--- src/hkit_pkg.sv ---
// Shared types and constants of the hash-keyed intern table.
`timescale 1ns / 1ps

package hkit_pkg;

	localparam int TABLE_SLOTS_DEF = 64;
	localparam int KEY_W           = 64;
	localparam int HANDLE_W        = 32;
	localparam int STATUS_W        = 2;
	localparam int SLOT_IDX_W      = 6;
	localparam int FILL_W          = 7;
	localparam logic [FILL_W-1:0] FILL_RESET = 7'd44;

	localparam int APB_DATA_W = 32;
	localparam int APB_ADDR_W = 3;
	localparam int REG_IDX_W  = APB_ADDR_W - 2;
	localparam logic [REG_IDX_W-1:0] REG_FILL_LIMIT = 1'd0;

	typedef enum logic [STATUS_W-1:0] {
		ST_FOUND     = 2'd0,
		ST_INSERTED  = 2'd1,
		ST_NOT_FOUND = 2'd2,
		ST_FULL      = 2'd3
	} status_t;

	typedef enum logic {
		CMD_LOOKUP = 1'b0,
		CMD_INSERT = 1'b1
	} cmd_t;

	typedef enum logic [2:0] {
		S_CLEAR,
		S_IDLE,
		S_MOD,
		S_READ,
		S_CHECK,
		S_RESP
	} state_t;

	typedef struct packed {
		logic                used;
		logic [KEY_W-1:0]    key;
		logic [HANDLE_W-1:0] handle;
	} slot_word_t;

endpackage

--- src/hkit_cfg.sv ---
// APB configuration register block: fill limit.
`timescale 1ns / 1ps

module hkit_cfg (
	input  logic                              clk,
	input  logic                              arst_n,
	input  logic                              psel,
	input  logic                              penable,
	input  logic                              pwrite,
	input  logic [hkit_pkg::APB_ADDR_W-1:0]   paddr,
	input  logic [hkit_pkg::APB_DATA_W-1:0]   pwdata,
	output logic [hkit_pkg::APB_DATA_W-1:0]   prdata,
	output logic                              pready,
	output logic [hkit_pkg::FILL_W-1:0]       fill_limit
);

	logic [hkit_pkg::FILL_W-1:0]    fill_limit_q;
	logic [hkit_pkg::REG_IDX_W-1:0] reg_idx;
	logic                           wr_word;

	assign reg_idx = paddr[hkit_pkg::APB_ADDR_W-1:2];
	assign wr_word = psel && penable && pwrite;
	assign pready  = 1'b1;

	always_ff @(posedge clk or negedge arst_n) begin
		if (!arst_n) begin
			fill_limit_q <= hkit_pkg::FILL_RESET;
		end else if (wr_word && reg_idx == hkit_pkg::REG_FILL_LIMIT) begin
			fill_limit_q <= pwdata[hkit_pkg::FILL_W-1:0];
		end
	end

	always_comb begin
		prdata = '0;
		case (reg_idx)
			hkit_pkg::REG_FILL_LIMIT: begin
				prdata = hkit_pkg::APB_DATA_W'(fill_limit_q);
			end
			default: begin
				prdata = '0;
			end
		endcase
	end

	assign fill_limit = fill_limit_q;

endmodule

--- config.mk ---
export PLATFORM = sky130hd
export DESIGN_NAME = hkit_cfg
export DESIGN_NICKNAME = d
export VERILOG_FILES = /design/src/hkit_pkg.sv /design/src/hkit_cfg.sv
export SDC_FILE = /design/constraint.sdc
export NUM_CORES = 1
export LEC_CHECK = 0
export BUFFER_PORTS_ARGS = -buffer_cell sky130_fd_sc_hd__buf_2
export CORE_MARGIN = 2
export CORE_UTILIZATION = 29
export DETAILED_ROUTE_END_ITERATION = 8
export PLACE_DENSITY = 0.85
export SLEW_MARGIN = 15
export SYNTH_ARGS = -nofsm -noshare
export SYNTH_HDL_FRONTEND = slang
export SYNTH_SLANG_ARGS = --single-unit
--- constraint.sdc ---
create_clock -name clk -period 0.9 [get_ports clk]
set_input_delay 0.09 -clock clk [delete_from_list [all_inputs] [get_ports clk]]
set_output_delay 0.09 -clock clk [all_outputs]
set_load 0.03 [all_outputs]
==> results.ini <==
[die]
die_x_um = 47.37
design.core.area_um2 = 1745
io_pins = 80
initial_core_util = 0.3125
fp.dieH_um = 47.37
die_area_um2 = 2244
num_rows = 15

[detailed_routing]
drc = 0
postRouteAntennaNets = 0
via_per_inst = 3.468
vias = 385
wirelength_mm = 1.073
drt-initial-drc-count = 0
dr.pass1.iters = 1
wl_per_cell_um = 9.667

[layout]
largest_reg_flops = 7
fin_nets = 127
fillers = 164
layout-drive-gt1-share = 0.6279
area.growth.synth_to_final_pct = 47.48
final_cell_mix = 26 x conb_1, 19 x buf_6, 12 x buf_2, 7 x and2b_2, 5 x mux2_2
antenna_cells = 0
layout_commonest_cell = conb_1
final_core_util = 0.4609

[worst_setup_path]
worst-path-buf-inv = 1
crit_family = flip-flops
worstRegToRegCells = 3
critPathMaxStageDelay_ns = 0.53
endpoint_kind = output pin
cp_slowest_cell = dfstp_2
timing.rr.end = fill_limit[5]$_DFFE_PN1P_
reg2reg_from = fill_limit[5]$_DFFE_PN1P_
worstSetupPathType = flip-flop to output pin
start_kind = flip-flop
rrSetupSlack_ns = 0
crit_arrival_ns = 1.05
crit_path_cell_trace = and2b_2 -> buf_6
cp_max_fo = 2
cp.required_ns = 0.81

[clock_tree]
clk_latency_ns = 0.24
htreeDepth = 1
clockBufferDepth = 2
cts_tree = yes
clkTransAtPathRegs_ns = 0.05
cts_buffers = 3
root_buffer = clkbuf_4
clkSinkCount = 7

[sta]
setup_viol = 13
max_freq_mhz = 875.6
layout_min_cycle_time_ns = 1.142
fin_ws_ns = -0.2421
grt_setup_unrepaired = true
hold_viol = 0
period_share = 1.269
drv_slew = 0
skew_ns = 0

[outcome]
violations = setup timing
status = complete, but fails checks

[place]
gp_congestion = 0.6752
io_buffers = 26
dp_hpwl_um = 793.4
place_ws_ns = -0.02084

[grt]
grt_pass1_vias = 373
grt_pass1_wl_mm = 1.511
overflow = 0
grt_max_degree = 8
antenna_found_initial = 0
track_usage = 0.1015

[pwr]
power_leakage_nw = 0.4480
powerDensity_nw_per_um2 = 2101
power.total_w = 0.001690
peakVddDrop_mv = 0.5271

[yosys]
syn_area_um2 = 545.5
yosysSeqAreaShare = 0.3280
avgSynthCellArea_um2 = 10.91
yosys_warnings = 0
ys_seq_elements = 7
synth_cell_type_count = 7
synthCells = 50

[min_path]
holdCritStartpoint = pwdata[1]
whs_path_depth = 2
hold_path_class = input port to flip-flop
min_to = fill_limit[1]$_DFFE_PN0P_

[run]
max_cap_viol_count = 0

[stage by stage]
| stage | cells | hold WS, ns | instance area (µm²) | TNS, ns |
|---|---|---|---|---|
| 2_1_floorplan | 74 | -0.2056 | 635.6 | -0.1628 |
| 3_3_place_gp | 100 | -0.07119 | 609.3 | -0.04823 |
| 3_5_place_dp | 100 | -0.07247 | 609.3 | -0.05646 |
| 4_1_cts | 111 | 0.06818 | 792.0 | -2.077 |
| 5_1_grt | 111 | 0.07277 | 804.5 | -2.437 |
| 6_report | 111 | 0.07290 | 804.5 | -2.025 |
[power breakdown]
part           internal [W]  switching (W)  leakage [nW]
registers          0.000407      0.0000491        0.0795
clock network      0.000169       0.000110        0.0150
logic              0.000431       0.000524         0.354
total               0.00101       0.000683         0.448
[routing by layer]
layer | routed length (µm) | up-vias | track usage
met1 | 372 | 178 | 0.08817
met3 | 73 | 2 | 0.01154
li1 | - | 178 | -
met5 | 0 | - | 0
met2 | 608 | 27 | 0.2000
met4 | 19 | 0 | 0.08333
[worst max-delay path by stage]
stage | to | depth (start not counted) | slack, ns | from
2_1_floorplan | prdata[2] | 1 | -0.05 | fill_limit[2]$_DFFE_PN1P_
3_3_place_gp | prdata[3] | 2 | -0.02 | fill_limit[3]$_DFFE_PN1P_
3_5_place_dp | prdata[3] | 2 | -0.02 | fill_limit[3]$_DFFE_PN1P_
4_1_cts | prdata[2] | 2 | -0.24 | fill_limit[2]$_DFFE_PN1P_
5_1_grt | prdata[3] | 2 | -0.27 | fill_limit[3]$_DFFE_PN1P_
6_report | prdata[5] | 2 | -0.24 | fill_limit[5]$_DFFE_PN1P_
[worst reg2reg max path: stages (launching register included)]
cell     delay, ns
dfstp_2       0.37
buf_6         0.11
buf_6         0.10
mux2_4        0.25
[kinds of logic (layout without fill, tap and decap cells)]
| family | count (synthesis) | in the layout | share of synthesized area |
|---|---|---|---|
| AND/OR/NAND/NOR | 8 | 8 | 0.1560 |
| buffers and inverters | 26 | 38 | 0.3578 |
| multiplexers | 7 | 7 | 0.1445 |
| flip-flops | 7 | 7 | 0.3280 |
| other | 2 | 26 | 0.01377 |
[area by class of cell]
cell class / count / area [µm²] / area share
multi-input combinational: 41 / 269.0 / 0.3344
clock buffer: 4 / 26.28 / 0.03266
timing repair buffer: 34 / 299.0 / 0.3717
sequential: 7 / 178.9 / 0.2224
tap: 25 / 31.28 / 0.03888
[cell usage after synthesis, drive strengths merged]
master	number	area [µm²]
conb	2	7.510
dfrtp	4	100.1
buf	26	195.2
mux2	7	78.83
nand4b	1	23.77
dfstp	3	78.83
and2b	7	61.31
[timing repair]
item                                    CTS  global route
resized for setup                        31             6
endpoints found under the setup margin   13            16
hold buffers                              1             0
buffers inserted                          6             0
endpoints found under the hold margin     7             0
No activity file was read; power rests on OpenSTA's default activity.
