===== src/hkit_pkg.sv =====
// Shared types and constants of the hash-keyed intern table.
`timescale 1ns / 1ps

package hkit_pkg;

	localparam int TABLE_SLOTS_DEF = 64;
	localparam int KEY_W           = 64;
	localparam int HANDLE_W        = 32;
	localparam int STATUS_W        = 2;
	localparam int SLOT_IDX_W      = 6;
	localparam int FILL_W          = 7;
	localparam logic [FILL_W-1:0] FILL_RESET = 7'd44;

	localparam int APB_DATA_W = 32;
	localparam int APB_ADDR_W = 3;
	localparam int REG_IDX_W  = APB_ADDR_W - 2;
	localparam logic [REG_IDX_W-1:0] REG_FILL_LIMIT = 1'd0;

	typedef enum logic [STATUS_W-1:0] {
		ST_FOUND     = 2'd0,
		ST_INSERTED  = 2'd1,
		ST_NOT_FOUND = 2'd2,
		ST_FULL      = 2'd3
	} status_t;

	typedef enum logic {
		CMD_LOOKUP = 1'b0,
		CMD_INSERT = 1'b1
	} cmd_t;

	typedef enum logic [2:0] {
		S_CLEAR,
		S_IDLE,
		S_MOD,
		S_READ,
		S_CHECK,
		S_RESP
	} state_t;

	typedef struct packed {
		logic                used;
		logic [KEY_W-1:0]    key;
		logic [HANDLE_W-1:0] handle;
	} slot_word_t;

endpackage


===== src/hkit_if.sv =====
// Request and response channel interfaces of the hash-keyed intern table.
`timescale 1ns / 1ps

interface hkit_req_if;
	logic                          valid;
	logic                          ready;
	logic                          cmd;
	logic [hkit_pkg::KEY_W-1:0]    key_hash;
	logic [hkit_pkg::HANDLE_W-1:0] value_handle;

	modport source (output valid, cmd, key_hash, value_handle, input ready);
	modport sink (input valid, cmd, key_hash, value_handle, output ready);
endinterface

interface hkit_rsp_if;
	logic                            valid;
	logic                            ready;
	logic [hkit_pkg::STATUS_W-1:0]   status;
	logic [hkit_pkg::HANDLE_W-1:0]   found_handle;
	logic [hkit_pkg::SLOT_IDX_W-1:0] slot_index;
	logic                            over_limit;

	modport source (output valid, status, found_handle, slot_index, over_limit, input ready);
	modport sink (input valid, status, found_handle, slot_index, over_limit, output ready);
endinterface


===== src/hkit_probe.sv =====
// Probe sequencer: clearing pass, hash reduction, linear probe, insert and result register.
`timescale 1ns / 1ps

module hkit_probe #(
	parameter int TABLE_SLOTS = hkit_pkg::TABLE_SLOTS_DEF
) (
	input  logic                           clk,
	input  logic                           arst_n,
	hkit_req_if.sink                       req,
	hkit_rsp_if.source                     rsp,
	input  logic [hkit_pkg::FILL_W-1:0]    fill_limit,
	output logic                           rd_en,
	output logic [$clog2(TABLE_SLOTS)-1:0] rd_addr,
	output logic                           wr_en,
	output logic [$clog2(TABLE_SLOTS)-1:0] wr_addr,
	output hkit_pkg::slot_word_t           wr_data,
	input  hkit_pkg::slot_word_t           rd_data
);

	localparam int IDX_W   = $clog2(TABLE_SLOTS);
	localparam int CNT_W   = $clog2(TABLE_SLOTS + 1);
	localparam int CMP_W   = (CNT_W > hkit_pkg::FILL_W) ? CNT_W : hkit_pkg::FILL_W;
	localparam bit IS_POW2 = (TABLE_SLOTS == (1 << IDX_W));
	localparam logic [IDX_W-1:0] LAST_SLOT = IDX_W'(TABLE_SLOTS - 1);
	localparam logic [IDX_W:0]   SLOTS_EXT = (IDX_W + 1)'(TABLE_SLOTS);
	localparam int FOLD_W = 18 + IDX_W;
	localparam int RCP_W  = FOLD_W - IDX_W + 1;
	localparam int PROD_W = FOLD_W + RCP_W;
	localparam logic [FOLD_W-1:0] FOLD_R1    = FOLD_W'((64'd1 << 16) % TABLE_SLOTS);
	localparam logic [FOLD_W-1:0] FOLD_R2    = FOLD_W'((64'd1 << 32) % TABLE_SLOTS);
	localparam logic [FOLD_W-1:0] FOLD_R3    = FOLD_W'((64'd1 << 48) % TABLE_SLOTS);
	localparam logic [FOLD_W-1:0] SLOTS_FOLD = FOLD_W'(TABLE_SLOTS);
	localparam logic [PROD_W-1:0] RECIP      = PROD_W'((64'd1 << FOLD_W) / TABLE_SLOTS);
	localparam logic [1:0]        MOD_LAST   = 2'd3;

	hkit_pkg::state_t state_q, state_nxt;

	logic [IDX_W-1:0]                  clr_q;
	logic                              cmd_q;
	logic [hkit_pkg::KEY_W-1:0]        key_q;
	logic [hkit_pkg::HANDLE_W-1:0]     handle_q;
	logic [IDX_W-1:0]                  pos_q;
	logic [IDX_W-1:0]                  tries_q;
	logic [1:0]                        mod_step_q;
	logic [FOLD_W-1:0]                 fold_q;
	logic [RCP_W-1:0]                  quot_q;
	logic [IDX_W:0]                    rem_q;
	logic [CNT_W-1:0]                  count_q;
	hkit_pkg::status_t                 res_status_q;
	logic [hkit_pkg::HANDLE_W-1:0]     res_handle_q;
	logic [IDX_W-1:0]                  res_slot_q;
	logic                              rsp_valid_q;
	hkit_pkg::status_t                 rsp_status_q;
	logic [hkit_pkg::HANDLE_W-1:0]     rsp_handle_q;
	logic [hkit_pkg::SLOT_IDX_W-1:0]   rsp_slot_q;
	logic                              rsp_over_q;

	logic              accept;
	logic              hit;
	logic              empty;
	logic              exhausted;
	logic              out_free;
	logic [IDX_W-1:0]  pos_inc;
	logic [FOLD_W-1:0] fold_p1;
	logic [FOLD_W-1:0] fold_p2;
	logic [FOLD_W-1:0] fold_p3;
	logic [FOLD_W-1:0] fold_sum;
	logic [PROD_W-1:0] quot_prod;
	logic [FOLD_W-1:0] quot_back;
	logic [IDX_W-1:0]  rem_fix;

	assign accept    = req.valid && (state_q == hkit_pkg::S_IDLE);
	assign hit       = rd_data.used && (rd_data.key == key_q);
	assign empty     = !rd_data.used;
	assign exhausted = (tries_q == LAST_SLOT);
	assign out_free  = !rsp_valid_q || rsp.ready;
	assign pos_inc   = (pos_q == LAST_SLOT) ? '0 : pos_q + 1'b1;

	// hash reduction: fold 16-bit chunks by 2^16k mod N, reciprocal quotient, one correction
	assign fold_p1   = FOLD_W'(key_q[31:16]) * FOLD_R1;
	assign fold_p2   = FOLD_W'(key_q[47:32]) * FOLD_R2;
	assign fold_p3   = FOLD_W'(key_q[63:48]) * FOLD_R3;
	assign fold_sum  = FOLD_W'(key_q[15:0]) + fold_p1 + fold_p2 + fold_p3;
	assign quot_prod = PROD_W'(fold_q) * RECIP;
	assign quot_back = FOLD_W'(quot_q) * SLOTS_FOLD;
	assign rem_fix   = (rem_q >= SLOTS_EXT) ? IDX_W'(rem_q - SLOTS_EXT) : IDX_W'(rem_q);

	always_comb begin
		state_nxt = state_q;
		case (state_q)
			hkit_pkg::S_CLEAR: begin
				if (clr_q == LAST_SLOT) state_nxt = hkit_pkg::S_IDLE;
			end
			hkit_pkg::S_IDLE: begin
				if (req.valid) state_nxt = IS_POW2 ? hkit_pkg::S_READ : hkit_pkg::S_MOD;
			end
			hkit_pkg::S_MOD: begin
				if (mod_step_q == MOD_LAST) state_nxt = hkit_pkg::S_READ;
			end
			hkit_pkg::S_READ: begin
				state_nxt = hkit_pkg::S_CHECK;
			end
			hkit_pkg::S_CHECK: begin
				if (hit || empty || exhausted) state_nxt = hkit_pkg::S_RESP;
			end
			hkit_pkg::S_RESP: begin
				if (out_free) state_nxt = hkit_pkg::S_IDLE;
			end
			default: begin
				state_nxt = hkit_pkg::S_IDLE;
			end
		endcase
	end

	always_comb begin
		req.ready = 1'b0;
		rd_en     = 1'b0;
		rd_addr   = pos_q;
		wr_en     = 1'b0;
		wr_addr   = pos_q;
		wr_data   = '0;
		case (state_q)
			hkit_pkg::S_CLEAR: begin
				wr_en   = 1'b1;
				wr_addr = clr_q;
			end
			hkit_pkg::S_IDLE: begin
				req.ready = 1'b1;
			end
			hkit_pkg::S_READ: begin
				rd_en = 1'b1;
			end
			hkit_pkg::S_CHECK: begin
				if (empty && cmd_q == hkit_pkg::CMD_INSERT) begin
					wr_en          = 1'b1;
					wr_data.used   = 1'b1;
					wr_data.key    = key_q;
					wr_data.handle = handle_q;
				end else if (!hit && !empty && !exhausted) begin
					rd_en   = 1'b1;
					rd_addr = pos_inc;
				end
			end
			default: begin
				req.ready = 1'b0;
			end
		endcase
	end

	always_ff @(posedge clk or negedge arst_n) begin
		if (!arst_n) begin
			state_q     <= hkit_pkg::S_CLEAR;
			clr_q       <= '0;
			count_q     <= '0;
			rsp_valid_q <= 1'b0;
		end else begin
			state_q <= state_nxt;
			if (state_q == hkit_pkg::S_CLEAR) clr_q <= clr_q + 1'b1;
			if (state_q == hkit_pkg::S_CHECK && empty && cmd_q == hkit_pkg::CMD_INSERT) begin
				count_q <= count_q + 1'b1;
			end
			if (state_q == hkit_pkg::S_RESP && out_free) begin
				rsp_valid_q <= 1'b1;
			end else if (rsp.ready) begin
				rsp_valid_q <= 1'b0;
			end
		end
	end

	always_ff @(posedge clk) begin
		if (accept) begin
			cmd_q      <= req.cmd;
			key_q      <= req.key_hash;
			handle_q   <= req.value_handle;
			pos_q      <= IS_POW2 ? req.key_hash[IDX_W-1:0] : '0;
			tries_q    <= '0;
			mod_step_q <= '0;
		end
		if (state_q == hkit_pkg::S_MOD) begin
			mod_step_q <= mod_step_q + 1'b1;
			fold_q     <= fold_sum;
			quot_q     <= quot_prod[PROD_W-1:FOLD_W];
			rem_q      <= (IDX_W + 1)'(fold_q - quot_back);
			if (mod_step_q == MOD_LAST) pos_q <= rem_fix;
		end
		if (state_q == hkit_pkg::S_CHECK) begin
			if (hit) begin
				res_status_q <= hkit_pkg::ST_FOUND;
				res_handle_q <= rd_data.handle;
				res_slot_q   <= pos_q;
			end else if (empty && cmd_q == hkit_pkg::CMD_INSERT) begin
				res_status_q <= hkit_pkg::ST_INSERTED;
				res_handle_q <= handle_q;
				res_slot_q   <= pos_q;
			end else if (empty) begin
				res_status_q <= hkit_pkg::ST_NOT_FOUND;
				res_handle_q <= '0;
				res_slot_q   <= '0;
			end else if (exhausted) begin
				res_status_q <= hkit_pkg::ST_FULL;
				res_handle_q <= '0;
				res_slot_q   <= '0;
			end else begin
				pos_q   <= pos_inc;
				tries_q <= tries_q + 1'b1;
			end
		end
		if (state_q == hkit_pkg::S_RESP && out_free) begin
			rsp_status_q <= res_status_q;
			rsp_handle_q <= res_handle_q;
			rsp_slot_q   <= hkit_pkg::SLOT_IDX_W'(res_slot_q);
			rsp_over_q   <= CMP_W'(count_q) > CMP_W'(fill_limit);
		end
	end

	assign rsp.valid        = rsp_valid_q;
	assign rsp.status       = rsp_status_q;
	assign rsp.found_handle = rsp_handle_q;
	assign rsp.slot_index   = rsp_slot_q;
	assign rsp.over_limit   = rsp_over_q;

endmodule


===== src/flat_wrapper.sv =====
// flat-port wrapper written by rule: the top's interface ports become plain ports
module hkit_probe_flat 
#(
	parameter int TABLE_SLOTS = hkit_pkg::TABLE_SLOTS_DEF
)
  (clk, arst_n, fill_limit, rd_en, rd_addr, wr_en, wr_addr, wr_data, rd_data, req_valid, req_cmd, req_key_hash, req_value_handle, req_ready, rsp_valid, rsp_status, rsp_found_handle, rsp_slot_index, rsp_over_limit, rsp_ready);
  hkit_req_if req_i ();
  hkit_rsp_if rsp_i ();
  input  logic clk;
  input  logic arst_n;
  input  logic [hkit_pkg::FILL_W-1:0] fill_limit;
  output logic rd_en;
  output logic [$clog2(TABLE_SLOTS)-1:0] rd_addr;
  output logic wr_en;
  output logic [$clog2(TABLE_SLOTS)-1:0] wr_addr;
  output hkit_pkg::slot_word_t wr_data;
  input  hkit_pkg::slot_word_t rd_data;
  input wire logic [$bits(req_i.valid)-1:0] req_valid;
  input wire logic [$bits(req_i.cmd)-1:0] req_cmd;
  input wire logic [$bits(req_i.key_hash)-1:0] req_key_hash;
  input wire logic [$bits(req_i.value_handle)-1:0] req_value_handle;
  output wire logic [$bits(req_i.ready)-1:0] req_ready;
  output wire logic [$bits(rsp_i.valid)-1:0] rsp_valid;
  output wire logic [$bits(rsp_i.status)-1:0] rsp_status;
  output wire logic [$bits(rsp_i.found_handle)-1:0] rsp_found_handle;
  output wire logic [$bits(rsp_i.slot_index)-1:0] rsp_slot_index;
  output wire logic [$bits(rsp_i.over_limit)-1:0] rsp_over_limit;
  input wire logic [$bits(rsp_i.ready)-1:0] rsp_ready;
  assign req_i.valid = req_valid;
  assign req_i.cmd = req_cmd;
  assign req_i.key_hash = req_key_hash;
  assign req_i.value_handle = req_value_handle;
  assign req_ready = req_i.ready;
  assign rsp_valid = rsp_i.valid;
  assign rsp_status = rsp_i.status;
  assign rsp_found_handle = rsp_i.found_handle;
  assign rsp_slot_index = rsp_i.slot_index;
  assign rsp_over_limit = rsp_i.over_limit;
  assign rsp_i.ready = rsp_ready;
  hkit_probe #(.TABLE_SLOTS(TABLE_SLOTS)) u_core (.clk(clk), .arst_n(arst_n), .req(req_i), .rsp(rsp_i), .fill_limit(fill_limit), .rd_en(rd_en), .rd_addr(rd_addr), .wr_en(wr_en), .wr_addr(wr_addr), .wr_data(wr_data), .rd_data(rd_data));
endmodule

===== config.mk =====
export PLATFORM = sky130hd
export DESIGN_NAME = hkit_probe_flat
export DESIGN_NICKNAME = d
export VERILOG_FILES = /design/src/hkit_pkg.sv /design/src/hkit_if.sv /design/src/hkit_probe.sv /design/src/flat_wrapper.sv
export SDC_FILE = /design/constraint.sdc
export NUM_CORES = 1
export LEC_CHECK = 0
export ABC_AREA = 1
export BUFFER_PORTS_ARGS = -buffer_cell sky130_fd_sc_hd__buf_2
export CAP_MARGIN = 20
export CORE_ASPECT_RATIO = 0.8
export CORE_MARGIN = 2
export CORE_UTILIZATION = 25
export CTS_CLUSTER_SIZE = 10
export DETAILED_ROUTE_END_ITERATION = 7
export SYNTH_ARGS = -nofsm -noshare
export SYNTH_HDL_FRONTEND = slang
export SYNTH_SLANG_ARGS = --single-unit

===== constraint.sdc =====
create_clock -name clk -period 4.96 [get_ports clk]
set_input_delay 0.496 -clock clk [delete_from_list [all_inputs] [get_ports clk]]
set_output_delay 0.496 -clock clk [all_outputs]
set_load 0.02 [all_outputs]

==> impl_summary.md <==
Outcome
The flow ran to the end, and the final reports show no timing, DRC or antenna violations.

STA
Summed over all failing endpoints, the final setup total negative slack is 0 ps. The total count of max-transition violations in the final report is 0. The worst slew margin relative to its limit is 32.6%. Setup violations remaining at the end of the flow were counted as 0. The final critical path takes up 76.5% of the cycle. Setup repair after global routing left no endpoint under its margin.

Across all setup checks in the final design, the least slack found is 1160 ps. At the pin with the least slew margin, the transition time is 1010 ps. The worst clock skew is 16.7 ps. The minimum clock period is 3800 ps. The smallest hold slack is 102 ps.

The count of final hold-check violations is 0. The achievable clock frequency is 263 MHz.

Drt
After detailed routing, the average wire length per cell comes to 14.8 microns. The detail route stage leaves a number of antenna-violating nets equal to 0. The total via count after detailed routing is 7997. Before antenna repair, the detailed router went through 5 iterations. Wires add up to 29300 microns.

After detailed routing, the number of remaining DRC violations is 0. After the first detailed-routing iteration, the DRC count stood at 371. In the routed layout, each cell is associated on average with a via count of 4.04.

Clock network
In this run the deepest clock path goes through 3 buffers. CTS built an H-tree with a depth of 1. The number of sinks handled by clock tree synthesis is 221. The buffer type at the clock tree root is sky130_fd_sc_hd__clkbuf_16. The number of buffers added by the clock tree synthesis step is 27. Post-CTS repair changed the size of 0 cells. TritonCTS built the clock tree.

The clock latency on the worst-skew pair is 570 ps. The CTS clock-pin slew for the worst setup and hold paths is 60 ps.

Min path
The launch point of the worst hold path is req_key_hash[36]. The worst hold-check path type is primary input to flip-flop.

Yosys
The Yosys step of the flow raised 0 warnings. Dividing the synthesized area by the synthesized cell count gives 9.59 sq um. The netlist uses 35 different library cells. After synthesis, flip-flops and latches occupy 63.8% of the total area. The mapped cell area is 0.0101 sq mm. The top cell type's share of synthesized area is 57.2%.

The flip-flop and latch count after synthesis is 221. By area the synthesized netlist is led by sky130_fd_sc_hd__edfxtp_1 57%, sky130_fd_sc_hd__nand2_1 11%, sky130_fd_sc_hd__inv_1 7.0%. The library cell with the largest summed area after synthesis is sky130_fd_sc_hd__edfxtp_1.

Counting every instance in the synthesized netlist gives 1052. When the netlist entered floorplanning its net count stood at 1269.

Final layout
For this run, the number of standard cells in the final layout without fillers is 1981. The area overhead of the layout relative to synthesis is 32.3%. The ratio of cells with drive above 1 in the final layout is 29.3%. The fill cell instance count of the final layout is 4052. The number of nets in the layout is 1639.

Critical path
The data required time of the critical path is 4460 ps. Tracing the worst setup path back leads to its startpoint at u_core.state_q[1]. The worst setup path is captured at an output port. The slack of the worst reg-to-reg path is 1980 ps. The classification of the worst setup path is flip-flop to output port. The type of origin of the critical path is a flip-flop. The critical register-to-register path startpoint is u_core.key_q[18]. The endpoint arrival time on the critical path is 3300 ps. Of all nets on the critical path, the largest fanout is 61.

Global routing
For met1 alone, demand over resource in global routing was 16.9%. For this run, global-route usage on met3 was measured as 4.11%. For this run, the total global-route usage over all layers was measured as 13.6%.

Global routing consumed, on the met2 layer, 22.7% of the routing resources. The wire length of the first global-routing pass is 43800 microns. The via count of the first global-routing pass came to 7814. The initial antenna violation count came to 4.

The global routing's busiest layer is met2. The remaining global-route overflow is 0. Entering global routing, the biggest net connects 62 pins.

Power
In this run, the combinational gates consume 26.2% of the power. The sequential cell fraction of total power is 43.1%. The clock share of power is 30.7%. The net switching component of the power is 2.10 mW. The maximum ir drop on the vdd rail is 0.000287 V.

Net switching is 34.0% of the power. The analysis attributes to cell leakage a power of 6.54 nW. Dividing total power by cell area gives a power density of 464 mW/mm^2. The total internal power is 4.09 mW.

Floorplan
The initialized floorplan defines 65 standard-cell rows. From bottom edge to top edge, the die measures 184 microns. The starting utilization of the core area is 25.5%. During I/O placement, the number of pins put on the boundary was 359. After floorplanning, the core was sized to cover 0.0396 sq mm.

The full die area is 0.0420 sq mm. The die is 229 microns wide.

Job
The max-capacitance violation count is 0.

Place
The placed instance count is 1928. The global placement routability congestion is 0.900. The post-DP HPWL is 22200 microns. The count of buffers added on input and output ports is 358.

The worst setup timing slack at the placement stage is 1690 ps.
## what timing repair did
action | CTS | global route
hold buffers | 1 | 0
hold endpoints to repair | 17 | 0
buffers inserted | 0 | 0
## cells in the mapped netlist
cell type	count
sky130_fd_sc_hd__a211oi_1	1
sky130_fd_sc_hd__a21oi_1	9
sky130_fd_sc_hd__a22o_1	1
sky130_fd_sc_hd__a22oi_1	1
sky130_fd_sc_hd__a31oi_1	1
sky130_fd_sc_hd__and2_1	1
sky130_fd_sc_hd__buf_2	4
sky130_fd_sc_hd__buf_4	2
sky130_fd_sc_hd__buf_6	6
sky130_fd_sc_hd__clkbuf_1	12
sky130_fd_sc_hd__clkinv_2	1
sky130_fd_sc_hd__dfrtp_1	17
sky130_fd_sc_hd__dfxtp_1	12
sky130_fd_sc_hd__edfxtp_1	192
sky130_fd_sc_hd__ha_1	12
sky130_fd_sc_hd__inv_1	187
sky130_fd_sc_hd__inv_2	9
sky130_fd_sc_hd__nand2_1	299
sky130_fd_sc_hd__nand2_2	3
sky130_fd_sc_hd__nand3_1	15
sky130_fd_sc_hd__nand3_2	1
sky130_fd_sc_hd__nand3_4	2
sky130_fd_sc_hd__nand4_1	9
sky130_fd_sc_hd__nor2_1	160
sky130_fd_sc_hd__nor2_2	5
sky130_fd_sc_hd__nor2_4	1
sky130_fd_sc_hd__nor2_8	1
sky130_fd_sc_hd__nor3_1	3
sky130_fd_sc_hd__nor3_2	2
sky130_fd_sc_hd__o211ai_1	6
sky130_fd_sc_hd__o21ai_0	30
sky130_fd_sc_hd__o21ai_1	23
sky130_fd_sc_hd__o22ai_1	1
sky130_fd_sc_hd__xnor2_1	4
sky130_fd_sc_hd__xor2_1	19
## power by group through the flow
stage                     logic [mW]  registers, mW  clock network [mW]
after global routing            1.83           2.72                2.04
after detailed placement        1.66           2.71                   0
final                           1.62           2.67                1.90
after CTS                       1.67           2.67                1.98
after global placement          1.64           2.70                   0
after floorplan                0.952           2.76                   0
## worst max-delay path, stage by stage, from the launching register on
cell and delay (ps):
sky130_fd_sc_hd__dfrtp_1 420, sky130_fd_sc_hd__nor2_1 130, sky130_fd_sc_hd__inv_2 60, sky130_fd_sc_hd__nor2_2 470, sky130_fd_sc_hd__inv_2 310, sky130_fd_sc_hd__nor2_8 230
sky130_fd_sc_hd__clkinv_2 400, sky130_fd_sc_hd__buf_12 370, sky130_fd_sc_hd__nor2_1 140, sky130_fd_sc_hd__buf_2 180
## cell families (layout without fill, tap and decap cells)
family | count (synthesis) | after routing | share of synthesized area (%)
DFF | 221 | 221 | 63.8
buffers and inverters | 221 | 612 | 8.81
xor gates and xnor gates | 23 | 23 | 2.00
adders and majority gates | 12 | 12 | 1.49
and+or+nand+nor | 502 | 502 | 20.0
other | 0 | 2 | 0
AOI/OAI and AO/OA | 73 | 73 | 3.88
## metal layers
metal | routed length [microns] | vias to the layer above
li1 | - | 4043
met1 | 12800 | 3605
met2 | 13500 | 299
met3 | 2220 | 46
met4 | 833 | 4
met5 | 22 | -
## worst paths after layout
path | end | depth (start not counted)
worst max-delay path | wr_data[79] | 9
worst min-delay path | u_core.key_q[36] | 1
max in group asynchronous | u_core.count_q[1] | 2
worst min register to register | u_core.rsp.status[0] | 0
worst max register to register | u_core.res_handle_q[12] | 11
min in group asynchronous | u_core.rsp.valid | 2
## area by class of cell
type                    count  area (sq um)  share of cell area [%]
diodes                      2          5.00                  0.0375
clock buffers              46           778                    5.83
inverters                 197           742                    5.56
flip-flops and latches    221          6430                    48.2
multi-input cells         610          2780                    20.9
repair buffers            365          1870                    14.0
well taps                 536           671                    5.03
clock inverters             4          58.8                   0.441
## layout by cell type (no fill, tap or decap), types with 2 or more instances in the layout
cell type / n
sky130_fd_sc_hd__dfrtp_1: 17
sky130_fd_sc_hd__clkbuf_1: 17
sky130_fd_sc_hd__buf_4: 4
sky130_fd_sc_hd__o211ai_1: 6
sky130_fd_sc_hd__inv_1: 187
sky130_fd_sc_hd__clkbuf_16: 28
sky130_fd_sc_hd__nor3_2: 2
sky130_fd_sc_hd__buf_2: 358
sky130_fd_sc_hd__nand2_1: 299
sky130_fd_sc_hd__ha_1: 12
sky130_fd_sc_hd__xnor2_1: 4
sky130_fd_sc_hd__nand3_4: 2
sky130_fd_sc_hd__nor3_1: 3
sky130_fd_sc_hd__nor2_2: 5
sky130_fd_sc_hd__inv_2: 8
sky130_fd_sc_hd__dfxtp_1: 12
sky130_fd_sc_hd__buf_12: 2
sky130_fd_sc_hd__nand4_1: 9
sky130_fd_sc_hd__edfxtp_1: 192
sky130_fd_sc_hd__nand2_2: 3
sky130_fd_sc_hd__xor2_1: 19
sky130_fd_sc_hd__nand3_1: 15
sky130_fd_sc_hd__nor2_1: 159
sky130_fd_sc_hd__a21oi_1: 8
sky130_fd_sc_hd__clkinv_2: 3
sky130_fd_sc_hd__diode_2: 2
sky130_fd_sc_hd__o21ai_1: 23
sky130_fd_sc_hd__o21ai_0: 30
sky130_fd_sc_hd__nor2_4: 2
## through the flow
| stage | instance area [sq um] | utilization, % | power, mW |
|---|---|---|---|
| 2_1_floorplan | 10100 | - | 3.71 |
| 3_3_place_gp | 12500 | 31.5 | 4.33 |
| 3_5_place_dp | 12500 | 31.5 | 4.37 |
| 4_1_cts | 13300 | 33.7 | 6.32 |
| 5_1_grt | 13300 | 33.7 | 6.59 |
| 6_report | 13300 | 33.7 | 6.20 |
## flip-flops by register name (all words and copies together), names as in the netlist, 3 cells and up
signal / flops
u_core.clr_q: 6
u_core.count_q: 7
u_core.fold_q: 6
u_core.handle_q: 32
u_core.key_q: 64
u_core.pos_q: 6
u_core.rem_q: 6
u_core.res_handle_q: 32
u_core.res_slot_q: 6
u_core.rsp.found_handle: 32
u_core.rsp.slot_index: 6
u_core.state_q: 3
u_core.tries_q: 6
Power figures use the tool's default switching activity.
